--- src/rtl/sodfs_pkg.sv ---
// ----------------------------------------------------------------------------
// sodfs_pkg
// Shared types, constants and helpers of the send-on-delta frame scheduler.
// ----------------------------------------------------------------------------
`timescale 1ns / 1ps
`default_nettype none

package sodfs_pkg;

    localparam int SAMPLE_BITS_DEF = 10;
    localparam int TIME_BITS_DEF   = 32;
    localparam int MAX_SAMPLE_BITS = 16;

    localparam int INTERVAL_BITS = 16;
    localparam int THRESH_BITS   = 10;
    localparam int ID_BITS       = 11;
    localparam int HASH_BITS     = 32;
    localparam int SINGLE_BITS   = 32;
    localparam int PAYLOAD_BITS  = HASH_BITS + SINGLE_BITS;

    localparam int APB_ADDR_BITS = 5;
    localparam int APB_DATA_BITS = 32;

    localparam int FIFO_DEPTH = 4;

    localparam logic [INTERVAL_BITS-1:0] READ_INTERVAL_RST = 16'd10;
    localparam logic [INTERVAL_BITS-1:0] FAST_INTERVAL_RST = 16'd25;
    localparam logic [INTERVAL_BITS-1:0] SLOW_INTERVAL_RST = 16'd500;
    localparam logic [THRESH_BITS-1:0]   THRESHOLD_RST     = 10'd2;
    localparam logic [ID_BITS-1:0]       FRAME_ID_RST      = 11'h781;
    localparam logic [HASH_BITS-1:0]     ANALOG_HASH_RST   = 32'd595545759;
    localparam logic [HASH_BITS-1:0]     SWITCH_HASH_RST   = 32'd2138825443;

    localparam logic [SINGLE_BITS-1:0] SINGLE_ONE  = 32'h3F80_0000;
    localparam logic [SINGLE_BITS-1:0] SINGLE_ZERO = 32'h0000_0000;

    localparam logic CH_ANALOG = 1'b0;
    localparam logic CH_SWITCH = 1'b1;

    typedef enum logic [2:0] {
        REG_READ_INTERVAL = 3'd0,
        REG_FAST_INTERVAL = 3'd1,
        REG_SLOW_INTERVAL = 3'd2,
        REG_THRESHOLD     = 3'd3,
        REG_FRAME_ID      = 3'd4,
        REG_ANALOG_HASH   = 3'd5,
        REG_SWITCH_HASH   = 3'd6
    } reg_idx_t;

    typedef struct packed {
        logic [INTERVAL_BITS-1:0] read_interval;
        logic [INTERVAL_BITS-1:0] fast_interval;
        logic [INTERVAL_BITS-1:0] slow_interval;
        logic [THRESH_BITS-1:0]   threshold;
        logic [ID_BITS-1:0]       frame_id;
        logic [HASH_BITS-1:0]     analog_hash;
        logic [HASH_BITS-1:0]     switch_hash;
    } cfg_t;

    typedef struct packed {
        logic [ID_BITS-1:0]      frame_id;
        logic                    channel;
        logic [PAYLOAD_BITS-1:0] payload;
        logic                    last_of_tick;
    } frame_t;

    typedef struct packed {
        logic [1:0] count;
        frame_t     first;
        frame_t     second;
    } push_t;

    // Exact single-precision bits of a small non-negative integer.
    function automatic logic [SINGLE_BITS-1:0] int_to_single(
        input logic [MAX_SAMPLE_BITS-1:0] v
    );
        logic [4:0]             p;
        logic [SINGLE_BITS-1:0] wide;
        p = '0;
        for (int i = 1; i < MAX_SAMPLE_BITS; i++) begin
            if (v[i]) begin
                p = 5'(i);
            end
        end
        wide = SINGLE_BITS'(v) << (5'd23 - p);
        if (v == '0) begin
            return SINGLE_ZERO;
        end
        return {1'b0, 8'(8'd127 + {3'b000, p}), wide[22:0]};
    endfunction

endpackage

`default_nettype wire

--- src/rtl/sodfs_tick_if.sv ---
// ----------------------------------------------------------------------------
// sodfs_tick_if
// Input channel: one millisecond tick with an analog sample and a switch level.
// ----------------------------------------------------------------------------
`timescale 1ns / 1ps
`default_nettype none

interface sodfs_tick_if #(
    parameter int SAMPLE_BITS = sodfs_pkg::SAMPLE_BITS_DEF
);
    logic                   valid;
    logic                   ready;
    logic [SAMPLE_BITS-1:0] analog_sample;
    logic                   switch_level;

    modport source (output valid, output analog_sample, output switch_level, input ready);
    modport sink   (input valid, input analog_sample, input switch_level, output ready);
endinterface

`default_nettype wire

--- src/rtl/sodfs_frame_if.sv ---
// ----------------------------------------------------------------------------
// sodfs_frame_if
// Output channel: one emitted frame per item.
// ----------------------------------------------------------------------------
`timescale 1ns / 1ps
`default_nettype none

interface sodfs_frame_if;
    logic                                valid;
    logic                                ready;
    logic [sodfs_pkg::ID_BITS-1:0]       frame_id;
    logic                                channel;
    logic [sodfs_pkg::PAYLOAD_BITS-1:0]  payload;
    logic                                last_of_tick;

    modport source (output valid, output frame_id, output channel, output payload,
                    output last_of_tick, input ready);
    modport sink   (input valid, input frame_id, input channel, input payload,
                    input last_of_tick, output ready);
endinterface

`default_nettype wire

--- src/rtl/send_on_delta_frame_scheduler_unit.sv ---
// ----------------------------------------------------------------------------
// send_on_delta_frame_scheduler_unit
// Send-on-delta frame scheduler with heartbeat for an analog and a switch
// channel, configured over APB.
// ----------------------------------------------------------------------------
//   Channel   Direction  Handshake            Carries
//   tick      in         valid / ready        analog_sample, switch_level
//   frame     out        valid / ready        frame_id, channel, payload, last_of_tick
//   apb       in/out     psel, penable, pwrite  register writes and reads
//
// A tick enters the input register and is decided once the frame queue has
// room for two frames; zero, one or two frames are queued.
// Frames leave one per cycle while frame.ready is high, through the single frame
// port; a new tick is taken in the same cycle as the held one is decided.
// Reset clears all channel state and the queue at once; no clearing pass.
// A stalled frame port lets the four-entry queue grow past two frames, then the
// input register holds and tick.ready falls.
// ----------------------------------------------------------------------------
`timescale 1ns / 1ps
`default_nettype none

module send_on_delta_frame_scheduler_unit #(
    parameter int SAMPLE_BITS = sodfs_pkg::SAMPLE_BITS_DEF,
    parameter int TIME_BITS   = sodfs_pkg::TIME_BITS_DEF
) (
    input  wire logic                                 clk,
    input  wire logic                                 rst_n,
    input  wire logic                                 psel,
    input  wire logic                                 penable,
    input  wire logic                                 pwrite,
    input  wire logic [sodfs_pkg::APB_ADDR_BITS-1:0]  paddr,
    input  wire logic [sodfs_pkg::APB_DATA_BITS-1:0]  pwdata,
    output logic      [sodfs_pkg::APB_DATA_BITS-1:0]  prdata,
    output logic                                      pready,
    sodfs_tick_if.sink                                tick,
    sodfs_frame_if.source                             frame
);

    sodfs_pkg::cfg_t  cfg;
    sodfs_pkg::push_t push;
    logic             room;

    sodfs_apb_regs u_regs (
        .clk     (clk),
        .rst_n   (rst_n),
        .psel    (psel),
        .penable (penable),
        .pwrite  (pwrite),
        .paddr   (paddr),
        .pwdata  (pwdata),
        .prdata  (prdata),
        .pready  (pready),
        .cfg     (cfg)
    );

    sodfs_core #(
        .SAMPLE_BITS (SAMPLE_BITS),
        .TIME_BITS   (TIME_BITS)
    ) u_core (
        .clk   (clk),
        .rst_n (rst_n),
        .cfg   (cfg),
        .tick  (tick),
        .room  (room),
        .push  (push)
    );

    sodfs_frame_fifo u_fifo (
        .clk   (clk),
        .rst_n (rst_n),
        .push  (push),
        .room  (room),
        .frame (frame)
    );

endmodule

`default_nettype wire

--- src/rtl/sodfs_apb_regs.sv ---
// ----------------------------------------------------------------------------
// sodfs_apb_regs
// APB configuration registers of the frame scheduler.
// ----------------------------------------------------------------------------
`timescale 1ns / 1ps
`default_nettype none

module sodfs_apb_regs (
    input  wire logic                                 clk,
    input  wire logic                                 rst_n,
    input  wire logic                                 psel,
    input  wire logic                                 penable,
    input  wire logic                                 pwrite,
    input  wire logic [sodfs_pkg::APB_ADDR_BITS-1:0]  paddr,
    input  wire logic [sodfs_pkg::APB_DATA_BITS-1:0]  pwdata,
    output logic      [sodfs_pkg::APB_DATA_BITS-1:0]  prdata,
    output logic                                      pready,
    output sodfs_pkg::cfg_t                           cfg
);

    sodfs_pkg::cfg_t     cfg_reg;
    sodfs_pkg::cfg_t     cfg_next;
    sodfs_pkg::reg_idx_t idx;
    logic                wr_en;

    assign pready = 1'b1;
    assign wr_en  = psel & penable & pwrite;
    assign idx    = sodfs_pkg::reg_idx_t'(paddr[sodfs_pkg::APB_ADDR_BITS-1:2]);
    assign cfg    = cfg_reg;

    always_comb
    begin
        cfg_next = cfg_reg;
        if (wr_en) begin
            unique case (idx)
                sodfs_pkg::REG_READ_INTERVAL: cfg_next.read_interval = pwdata[15:0];
                sodfs_pkg::REG_FAST_INTERVAL: cfg_next.fast_interval = pwdata[15:0];
                sodfs_pkg::REG_SLOW_INTERVAL: cfg_next.slow_interval = pwdata[15:0];
                sodfs_pkg::REG_THRESHOLD:     cfg_next.threshold     = pwdata[9:0];
                sodfs_pkg::REG_FRAME_ID:      cfg_next.frame_id      = pwdata[10:0];
                sodfs_pkg::REG_ANALOG_HASH:   cfg_next.analog_hash   = pwdata;
                sodfs_pkg::REG_SWITCH_HASH:   cfg_next.switch_hash   = pwdata;
                default:                      cfg_next = cfg_reg;
            endcase
        end
    end

    always_comb
    begin
        unique case (idx)
            sodfs_pkg::REG_READ_INTERVAL: prdata = 32'(cfg_reg.read_interval);
            sodfs_pkg::REG_FAST_INTERVAL: prdata = 32'(cfg_reg.fast_interval);
            sodfs_pkg::REG_SLOW_INTERVAL: prdata = 32'(cfg_reg.slow_interval);
            sodfs_pkg::REG_THRESHOLD:     prdata = 32'(cfg_reg.threshold);
            sodfs_pkg::REG_FRAME_ID:      prdata = 32'(cfg_reg.frame_id);
            sodfs_pkg::REG_ANALOG_HASH:   prdata = cfg_reg.analog_hash;
            sodfs_pkg::REG_SWITCH_HASH:   prdata = cfg_reg.switch_hash;
            default:                      prdata = '0;
        endcase
    end

    always_ff @(posedge clk or negedge rst_n)
    begin
        if (!rst_n) begin
            cfg_reg.read_interval <= sodfs_pkg::READ_INTERVAL_RST;
            cfg_reg.fast_interval <= sodfs_pkg::FAST_INTERVAL_RST;
            cfg_reg.slow_interval <= sodfs_pkg::SLOW_INTERVAL_RST;
            cfg_reg.threshold     <= sodfs_pkg::THRESHOLD_RST;
            cfg_reg.frame_id      <= sodfs_pkg::FRAME_ID_RST;
            cfg_reg.analog_hash   <= sodfs_pkg::ANALOG_HASH_RST;
            cfg_reg.switch_hash   <= sodfs_pkg::SWITCH_HASH_RST;
        end else begin
            cfg_reg <= cfg_next;
        end
    end

endmodule

`default_nettype wire

--- src/rtl/sodfs_core.sv ---
// ----------------------------------------------------------------------------
// sodfs_core
// Input register, channel state and per-tick frame decision.
// ----------------------------------------------------------------------------
`timescale 1ns / 1ps
`default_nettype none

module sodfs_core #(
    parameter int SAMPLE_BITS = sodfs_pkg::SAMPLE_BITS_DEF,
    parameter int TIME_BITS   = sodfs_pkg::TIME_BITS_DEF
) (
    input  wire logic            clk,
    input  wire logic            rst_n,
    input  sodfs_pkg::cfg_t      cfg,
    sodfs_tick_if.sink           tick,
    input  wire logic            room,
    output sodfs_pkg::push_t     push
);

    localparam int CMP_BITS = (SAMPLE_BITS > sodfs_pkg::THRESH_BITS) ?
                              SAMPLE_BITS : sodfs_pkg::THRESH_BITS;

    logic                   item_valid_reg;
    logic [SAMPLE_BITS-1:0] sample_reg;
    logic                   level_reg;

    logic [TIME_BITS-1:0]   time_now_reg;
    logic [TIME_BITS-1:0]   last_latch_reg;
    logic [SAMPLE_BITS-1:0] held_analog_reg;
    logic                   held_switch_reg;
    logic [SAMPLE_BITS-1:0] a_sent_value_reg;
    logic [TIME_BITS-1:0]   a_sent_time_reg;
    logic                   a_pending_reg;
    logic                   s_sent_value_reg;
    logic [TIME_BITS-1:0]   s_sent_time_reg;
    logic                   s_pending_reg;

    logic                   fire;
    logic                   latch;
    logic [SAMPLE_BITS-1:0] held_analog_next;
    logic                   held_switch_next;
    logic [SAMPLE_BITS-1:0] diff;
    logic                   a_pend_mid;
    logic                   s_pend_mid;
    logic [TIME_BITS-1:0]   a_elapsed;
    logic [TIME_BITS-1:0]   s_elapsed;
    logic                   a_due;
    logic                   s_due;
    sodfs_pkg::frame_t      a_frame;
    sodfs_pkg::frame_t      s_frame;

    assign fire       = item_valid_reg & room;
    assign tick.ready = ~item_valid_reg | fire;

    always_comb
    begin
        latch = (time_now_reg - last_latch_reg) >= TIME_BITS'(cfg.read_interval);
        held_analog_next = latch ? sample_reg : held_analog_reg;
        held_switch_next = latch ? ~level_reg : held_switch_reg;

        diff = (held_analog_next >= a_sent_value_reg) ?
               (held_analog_next - a_sent_value_reg) :
               (a_sent_value_reg - held_analog_next);

        a_pend_mid = a_pending_reg |
                     (latch & (CMP_BITS'(diff) >= CMP_BITS'(cfg.threshold)));
        s_pend_mid = s_pending_reg | (latch & (held_switch_next != s_sent_value_reg));

        a_elapsed = time_now_reg - a_sent_time_reg;
        s_elapsed = time_now_reg - s_sent_time_reg;
        a_due = a_elapsed >= TIME_BITS'(a_pend_mid ? cfg.fast_interval : cfg.slow_interval);
        s_due = s_elapsed >= TIME_BITS'(s_pend_mid ? cfg.fast_interval : cfg.slow_interval);

        a_frame.frame_id     = cfg.frame_id;
        a_frame.channel      = sodfs_pkg::CH_ANALOG;
        a_frame.payload      = {cfg.analog_hash, sodfs_pkg::int_to_single(
                                    sodfs_pkg::MAX_SAMPLE_BITS'(held_analog_next))};
        a_frame.last_of_tick = ~s_due;

        s_frame.frame_id     = cfg.frame_id;
        s_frame.channel      = sodfs_pkg::CH_SWITCH;
        s_frame.payload      = {cfg.switch_hash, held_switch_next ?
                                    sodfs_pkg::SINGLE_ONE : sodfs_pkg::SINGLE_ZERO};
        s_frame.last_of_tick = 1'b1;

        push.count  = fire ? ({1'b0, a_due} + {1'b0, s_due}) : 2'd0;
        push.first  = a_due ? a_frame : s_frame;
        push.second = s_frame;
    end

    always_ff @(posedge clk or negedge rst_n)
    begin
        if (!rst_n) begin
            item_valid_reg <= 1'b0;
        end else if (tick.ready) begin
            item_valid_reg <= tick.valid;
        end
    end

    always_ff @(posedge clk)
    begin
        if (tick.valid && tick.ready) begin
            sample_reg <= tick.analog_sample;
            level_reg  <= tick.switch_level;
        end
    end

    always_ff @(posedge clk or negedge rst_n)
    begin
        if (!rst_n) begin
            time_now_reg     <= '0;
            last_latch_reg   <= '0;
            held_analog_reg  <= '0;
            held_switch_reg  <= 1'b0;
            a_sent_value_reg <= '0;
            a_sent_time_reg  <= '0;
            a_pending_reg    <= 1'b1;
            s_sent_value_reg <= 1'b0;
            s_sent_time_reg  <= '0;
            s_pending_reg    <= 1'b1;
        end else if (fire) begin
            time_now_reg    <= time_now_reg + TIME_BITS'(1);
            held_analog_reg <= held_analog_next;
            held_switch_reg <= held_switch_next;
            if (latch) begin
                last_latch_reg <= time_now_reg;
            end
            a_pending_reg <= a_pend_mid & ~a_due;
            s_pending_reg <= s_pend_mid & ~s_due;
            if (a_due) begin
                a_sent_value_reg <= held_analog_next;
                a_sent_time_reg  <= time_now_reg;
            end
            if (s_due) begin
                s_sent_value_reg <= held_switch_next;
                s_sent_time_reg  <= time_now_reg;
            end
        end
    end

endmodule

`default_nettype wire

--- src/rtl/sodfs_frame_fifo.sv ---
// ----------------------------------------------------------------------------
// sodfs_frame_fifo
// Small frame queue: takes up to two frames a cycle, sends one a cycle while frame.ready is high.
// ----------------------------------------------------------------------------
`timescale 1ns / 1ps
`default_nettype none

module sodfs_frame_fifo (
    input  wire logic          clk,
    input  wire logic          rst_n,
    input  sodfs_pkg::push_t   push,
    output logic               room,
    sodfs_frame_if.source      frame
);

    localparam int DEPTH    = sodfs_pkg::FIFO_DEPTH;
    localparam int PTR_BITS = $clog2(DEPTH);
    localparam int CNT_BITS = $clog2(DEPTH + 1);

    sodfs_pkg::frame_t     mem_reg [DEPTH];
    logic [PTR_BITS-1:0]   wr_ptr_reg;
    logic [PTR_BITS-1:0]   wr_ptr_next;
    logic [PTR_BITS-1:0]   rd_ptr_reg;
    logic [PTR_BITS-1:0]   rd_ptr_next;
    logic [CNT_BITS-1:0]   count_reg;
    logic [CNT_BITS-1:0]   count_next;
    logic [PTR_BITS-1:0]   wr_ptr_plus;
    logic                  pop;
    sodfs_pkg::frame_t     head;

    assign head               = mem_reg[rd_ptr_reg];
    assign frame.valid        = (count_reg != '0);
    assign frame.frame_id     = head.frame_id;
    assign frame.channel      = head.channel;
    assign frame.payload      = head.payload;
    assign frame.last_of_tick = head.last_of_tick;

    assign pop         = frame.valid & frame.ready;
    assign room        = (count_reg <= CNT_BITS'(DEPTH - 2));
    assign wr_ptr_plus = wr_ptr_reg + PTR_BITS'(1);

    always_comb
    begin
        wr_ptr_next = wr_ptr_reg + PTR_BITS'(push.count);
        rd_ptr_next = rd_ptr_reg + PTR_BITS'(pop);
        count_next  = count_reg + CNT_BITS'(push.count) - CNT_BITS'(pop);
    end

    always_ff @(posedge clk or negedge rst_n)
    begin
        if (!rst_n) begin
            wr_ptr_reg <= '0;
            rd_ptr_reg <= '0;
            count_reg  <= '0;
        end else begin
            wr_ptr_reg <= wr_ptr_next;
            rd_ptr_reg <= rd_ptr_next;
            count_reg  <= count_next;
        end
    end

    always_ff @(posedge clk)
    begin
        if (push.count != 2'd0) begin
            mem_reg[wr_ptr_reg] <= push.first;
        end
        if (push.count == 2'd2) begin
            mem_reg[wr_ptr_plus] <= push.second;
        end
    end

endmodule

`default_nettype wire

--- src/flat_wrapper.sv ---
// flat-port wrapper written by rule: the top's interface ports become plain ports
module send_on_delta_frame_scheduler_unit_flat 
#(
    parameter int SAMPLE_BITS = sodfs_pkg::SAMPLE_BITS_DEF,
    parameter int TIME_BITS   = sodfs_pkg::TIME_BITS_DEF
)
  (clk, rst_n, psel, penable, pwrite, paddr, pwdata, prdata, pready, tick_valid, tick_analog_sample, tick_switch_level, tick_ready, frame_valid, frame_frame_id, frame_channel, frame_payload, frame_last_of_tick, frame_ready);
  sodfs_tick_if #(.SAMPLE_BITS(SAMPLE_BITS)) tick_i ();
  sodfs_frame_if frame_i ();
  input  wire logic clk;
  input  wire logic rst_n;
  input  wire logic psel;
  input  wire logic penable;
  input  wire logic pwrite;
  input  wire logic [sodfs_pkg::APB_ADDR_BITS-1:0] paddr;
  input  wire logic [sodfs_pkg::APB_DATA_BITS-1:0] pwdata;
  output logic      [sodfs_pkg::APB_DATA_BITS-1:0] prdata;
  output logic pready;
  input wire logic [$bits(tick_i.valid)-1:0] tick_valid;
  input wire logic [$bits(tick_i.analog_sample)-1:0] tick_analog_sample;
  input wire logic [$bits(tick_i.switch_level)-1:0] tick_switch_level;
  output wire logic [$bits(tick_i.ready)-1:0] tick_ready;
  output wire logic [$bits(frame_i.valid)-1:0] frame_valid;
  output wire logic [$bits(frame_i.frame_id)-1:0] frame_frame_id;
  output wire logic [$bits(frame_i.channel)-1:0] frame_channel;
  output wire logic [$bits(frame_i.payload)-1:0] frame_payload;
  output wire logic [$bits(frame_i.last_of_tick)-1:0] frame_last_of_tick;
  input wire logic [$bits(frame_i.ready)-1:0] frame_ready;
  assign tick_i.valid = tick_valid;
  assign tick_i.analog_sample = tick_analog_sample;
  assign tick_i.switch_level = tick_switch_level;
  assign tick_ready = tick_i.ready;
  assign frame_valid = frame_i.valid;
  assign frame_frame_id = frame_i.frame_id;
  assign frame_channel = frame_i.channel;
  assign frame_payload = frame_i.payload;
  assign frame_last_of_tick = frame_i.last_of_tick;
  assign frame_i.ready = frame_ready;
  send_on_delta_frame_scheduler_unit #(.SAMPLE_BITS(SAMPLE_BITS), .TIME_BITS(TIME_BITS)) u_core (.clk(clk), .rst_n(rst_n), .psel(psel), .penable(penable), .pwrite(pwrite), .paddr(paddr), .pwdata(pwdata), .prdata(prdata), .pready(pready), .tick(tick_i), .frame(frame_i));
endmodule
--- config.mk ---
export PLATFORM = sky130hd
export DESIGN_NAME = send_on_delta_frame_scheduler_unit_flat
export DESIGN_NICKNAME = d
export VERILOG_FILES = /design/src/rtl/sodfs_pkg.sv /design/src/rtl/sodfs_tick_if.sv /design/src/rtl/sodfs_frame_if.sv /design/src/rtl/send_on_delta_frame_scheduler_unit.sv /design/src/rtl/sodfs_apb_regs.sv /design/src/rtl/sodfs_core.sv /design/src/rtl/sodfs_frame_fifo.sv /design/src/flat_wrapper.sv
export SDC_FILE = /design/constraint.sdc
export NUM_CORES = 1
export LEC_CHECK = 0
export BUFFER_PORTS_ARGS = -buffer_cell sky130_fd_sc_hd__buf_2
export CORE_MARGIN = 5
export CORE_UTILIZATION = 39
export CTS_CLUSTER_DIAMETER = 30
export CTS_CLUSTER_SIZE = 25
export DETAILED_ROUTE_END_ITERATION = 10
export GPL_TIMING_DRIVEN = 0
export SYNTH_ARGS = -nofsm -noshare
export SYNTH_HDL_FRONTEND = slang
export SYNTH_HIERARCHICAL = 1
export SYNTH_SLANG_ARGS = --single-unit
--- constraint.sdc ---
create_clock -name clk -period 18.1 [get_ports clk]
set_input_delay 0.905 -clock clk [delete_from_list [all_inputs] [get_ports clk]]
set_output_delay 0.905 -clock clk [all_outputs]
set_load 0.01 [all_outputs]
==> load_flow_metrics.sql <==
INSERT INTO impl_metrics (metric_group, metric, value, unit) VALUES
('cts', 'clock-root-buffer', 'clkbuf_16', ''),
('placed_design', 'finalWeightedCongestion', '0.8477', ''),
('setup_path', 'end_kind', 'flip-flop', ''),
('setup_path', 'crit_required', '18.52', 'ns'),
('setup_path', 'cp_slowest_stage_delay', '0.65', 'ns'),
('cts', 'clock_tree_from_tritoncts', 'yes', ''),
('cells_and_area', 'final_layout_size_suffix_gt1_share', '38.22', '%'),
('power', 'power_per_cell_area', '191.1', 'nW/µm²'),
('logic_synthesis', 'avgSynthCellArea', '12.36', 'µm²'),
('detailed_routing', 'drcViolationCount', '0', ''),
('floorplanning', 'placeableCoreArea', '96710', 'µm²'),
('logic_synthesis', 'total_of_warnings_raised_by_yosys', '6', ''),
('global_route', 'globalRouteOverflowTotal', '0', ''),
('sta', 'worst_slew_margin_rel', '19.99', '%'),
('power', 'combPwrFrac', '44.5', '%'),
('power', 'report.power.total', '8854', 'µW'),
('logic_synthesis', 'synthArstFlopShare', '47.88', '%'),
('logic_synthesis', 'synth-seq-area-share', '44.69', '%'),
('sta', 'worst_slew_pin_tran', '1.200', 'ns'),
('setup_path', 'timing.critical_path.mode_cell', 'a21o_1', ''),
('status', 'status', 'completed', ''),
('sta', 'layout_worst_path_cycle_share', '94.06', '%'),
('detailed_routing', 'route.antenna.remaining_nets', '0', ''),
('floorplanning', 'die_area', '103800', 'µm²'),
('power', 'sequentialPowerShare', '24.5', '%'),
('cells_and_area', 'largest_register_ffs', '308', ''),
('cts', 'post_cts_buffers', '0', ''),
('sta', 'max_freq', '58.74', 'MHz'),
('cts', 'worst_skew_pair.late_latency', '0.74', 'ns'),
('setup_path', 'critPathLaunchType', 'flip-flop', ''),
('global_route', 'pin_count_of_the_biggest_net_entering_global_routing', '103', ''),
('detailed_routing', 'detail_route.wl_per_cell', '20.57', 'µm'),
('detailed_routing', 'firstDrtPassIters', '5', ''),
('global_route', 'overall_fraction_of_global_route_tracks_in_use', '19.07', '%'),
('power', 'switching_share', '35.84', '%'),
('sta', 'timing.final.max_slew_violations', '0', ''),
('setup_path', 'worstPathArrival', '17.45', 'ns'),
('logic_synthesis', 'synth_area', '38010', 'µm²'),
('cells_and_area', 'layout-area-overhead-vs-synth', '21.89', '%'),
('sta', 'report.final.setup_viol', '0', ''),
('power', 'internal_power', '5681', 'µW'),
('floorplanning', 'floorplan.io_pins', '167', ''),
('power', 'p_switching', '3173', 'µW'),
('sta', 'number_of_hold_violations_in_the_final_report', '0', ''),
('setup_path', 'cp_slowest_cell', 'a2111oi_1', ''),
('global_route', 'wire_length_of_the_first_global_routing_pass', '154.8', 'mm'),
('floorplanning', 'die-height', '322.2', 'µm'),
('cells_and_area', 'nets', '3689', ''),
('logic_synthesis', 'postSynthRegisterBits', '612', ''),
('power', 'p_clk_share', '30.9', '%'),
('logic_synthesis', 'dominantRegCellSynth', 'edfxtp_1', ''),
('cts', 'cts_num_sinks', '612', ''),
('logic_synthesis', 'synth_enable_flop_cells', '319', ''),
('floorplanning', 'die_w', '322.2', 'µm'),
('hold_path', 'min_path_type', 'in2reg', ''),
('global_route', 'antenna_found_initial', '5', ''),
('detailed_routing', 'dr.first_iter.drc_count', '1630', ''),
('cells_and_area', 'filler_cell_count', '8630', ''),
('power', 'power.leakage', '0.01986', 'µW'),
('global_route', 'vias_in_the_first_global_route', '26421', ''),
('detailed_routing', 'totalWireLength', '99.94', 'mm'),
('placed_design', 'detailed_place_hpwl', '72.56', 'mm'),
('logic_synthesis', 'postSynthCellCount', '3076', ''),
('floorplanning', 'placementRows', '114', ''),
('placed_design', 'placed_cells_incl_taps', '4571', ''),
('sta', 'worst_clock_skew', '0.04614', 'ns'),
('cells_and_area', 'finish.cell_count_without_fillers', '4859', ''),
('sta', 'grt_setup_unrepaired', 'false', ''),
('cells_and_area', 'most_common_library_cell_in_the_layout_ignoring_fill_and_taps', 'mux2_2', ''),
('logic_synthesis', 'netlist-cell-type-count', '93', ''),
('detailed_routing', 'viasPerCell', '5.320', '');
## per-stage QoR
stage                     utilization, %  setup TNS (ns)  area, µm²  setup WS [ns]
final                              47.91               0      46330          1.076
after global routing               47.90               0      46330         0.1577
after CTS                          47.90               0      46320         0.9124
after detailed placement           42.39               0      40990         0.9666
after global placement             41.95        -1521.14      40570         -8.055
after floorplan                        -               0      38160         0.3179
## critical path: cells and delay by family (launching register included)
kind                       cells  cell delay [ns]
AOI/OAI and AO/OA             24             5.77
and+or+nand+nor               16             3.80
buffers and inverters         10             2.99
adders and majority gates      6             2.11
muxes                          3             1.27
DFF                            1             0.60
xor gates and xnor gates       1             0.08
## power by group through the flow
stage / Sequential [µW] / Combinational, µW / Clock, µW
2_1_floorplan: 2160 / 2820 / 0
3_3_place_gp: 2280 / 3820 / 0
3_5_place_dp: 2200 / 3940 / 0
4_1_cts: 2180 / 3970 / 2790
5_1_grt: 2210 / 4320 / 2880
6_report: 2170 / 3940 / 2740
## Yosys cell counts (63+ instances only)
cell / number / share of area (%)
mux2_2: 516 / 15
edfxtp_1: 319 / 25
dfrtp_1: 232 / 15
inv_1: 191 / 1.9
ha_1: 178 / 5.9
nor2_1: 127 / 1.3
buf_4: 124 / 2.4
a21oi_1: 119 / 1.6
nand2_1: 102 / 1.0
o21ai_0: 90 / 1.2
mux4_2: 78 / 4.6
mux2i_1: 74 / 1.9
xnor2_1: 63 / 1.5
## layer usage
layer	track usage [%]	wire length [µm]
met1	24.70	43760
met5	0	29
met2	32.34	48700
met3	3.928	5023
met4	5.899	2423
## final timing paths
path,start,endpoint,slack (ns),cells past startpoint
worst max-delay path,u_core/u_core/time_now_reg[1],u_core/u_fifo/mem_reg[0][7],1.08,60
worst max register to register,u_core/u_core/time_now_reg[1],u_core/u_fifo/mem_reg[0][7],1.08,60
min in group asynchronous,rst_n,u_core/u_core/last_latch_reg[27],0.63,2
worst min register to register,u_core/u_core/s_pending_reg,u_core/u_core/s_pending_reg,0.48,2
max in group asynchronous,rst_n,u_core/u_regs/cfg[19],16.24,4
worst min-delay path,tick_analog_sample[1],u_core/u_core/sample_reg[1],0.39,1
## final cells by class
cell class | instances | area (µm²) | area share (%)
Tap cell | 1276 | 1597 | 3.446
Sequential cell | 612 | 16990 | 36.67
Clock buffer | 195 | 4243 | 9.158
Inverter | 193 | 724.4 | 1.564
Clock inverter | 88 | 1074 | 2.317
Timing Repair Buffer | 180 | 1209 | 2.609
Buffer | 227 | 1534 | 3.311
Antenna cell | 4 | 10.01 | 0.02160
Multi-Input combinational cell | 2084 | 18950 | 40.91
## cell families (layout without fill, tap and decap cells)
group / count (synthesis) / in the layout / share of synthesized area, %
mux: 752 / 752 / 24.88
flops: 612 / 612 / 44.69
simple gates: 515 / 515 / 7.229
compound gates: 489 / 489 / 8.726
buf+inv: 420 / 883 / 5.942
fa+ha+maj: 184 / 184 / 6.175
xor+xnor: 101 / 101 / 2.327
other cells: 3 / 47 / 0.02962
## what timing repair did
action | CTS | global route
resized for setup | 0 | 1
hold buffers | 1 | 0
setup endpoints to repair | 0 | 20
endpoints found under the hold margin | 10 | 0
(Power assumes the default switching activity.)
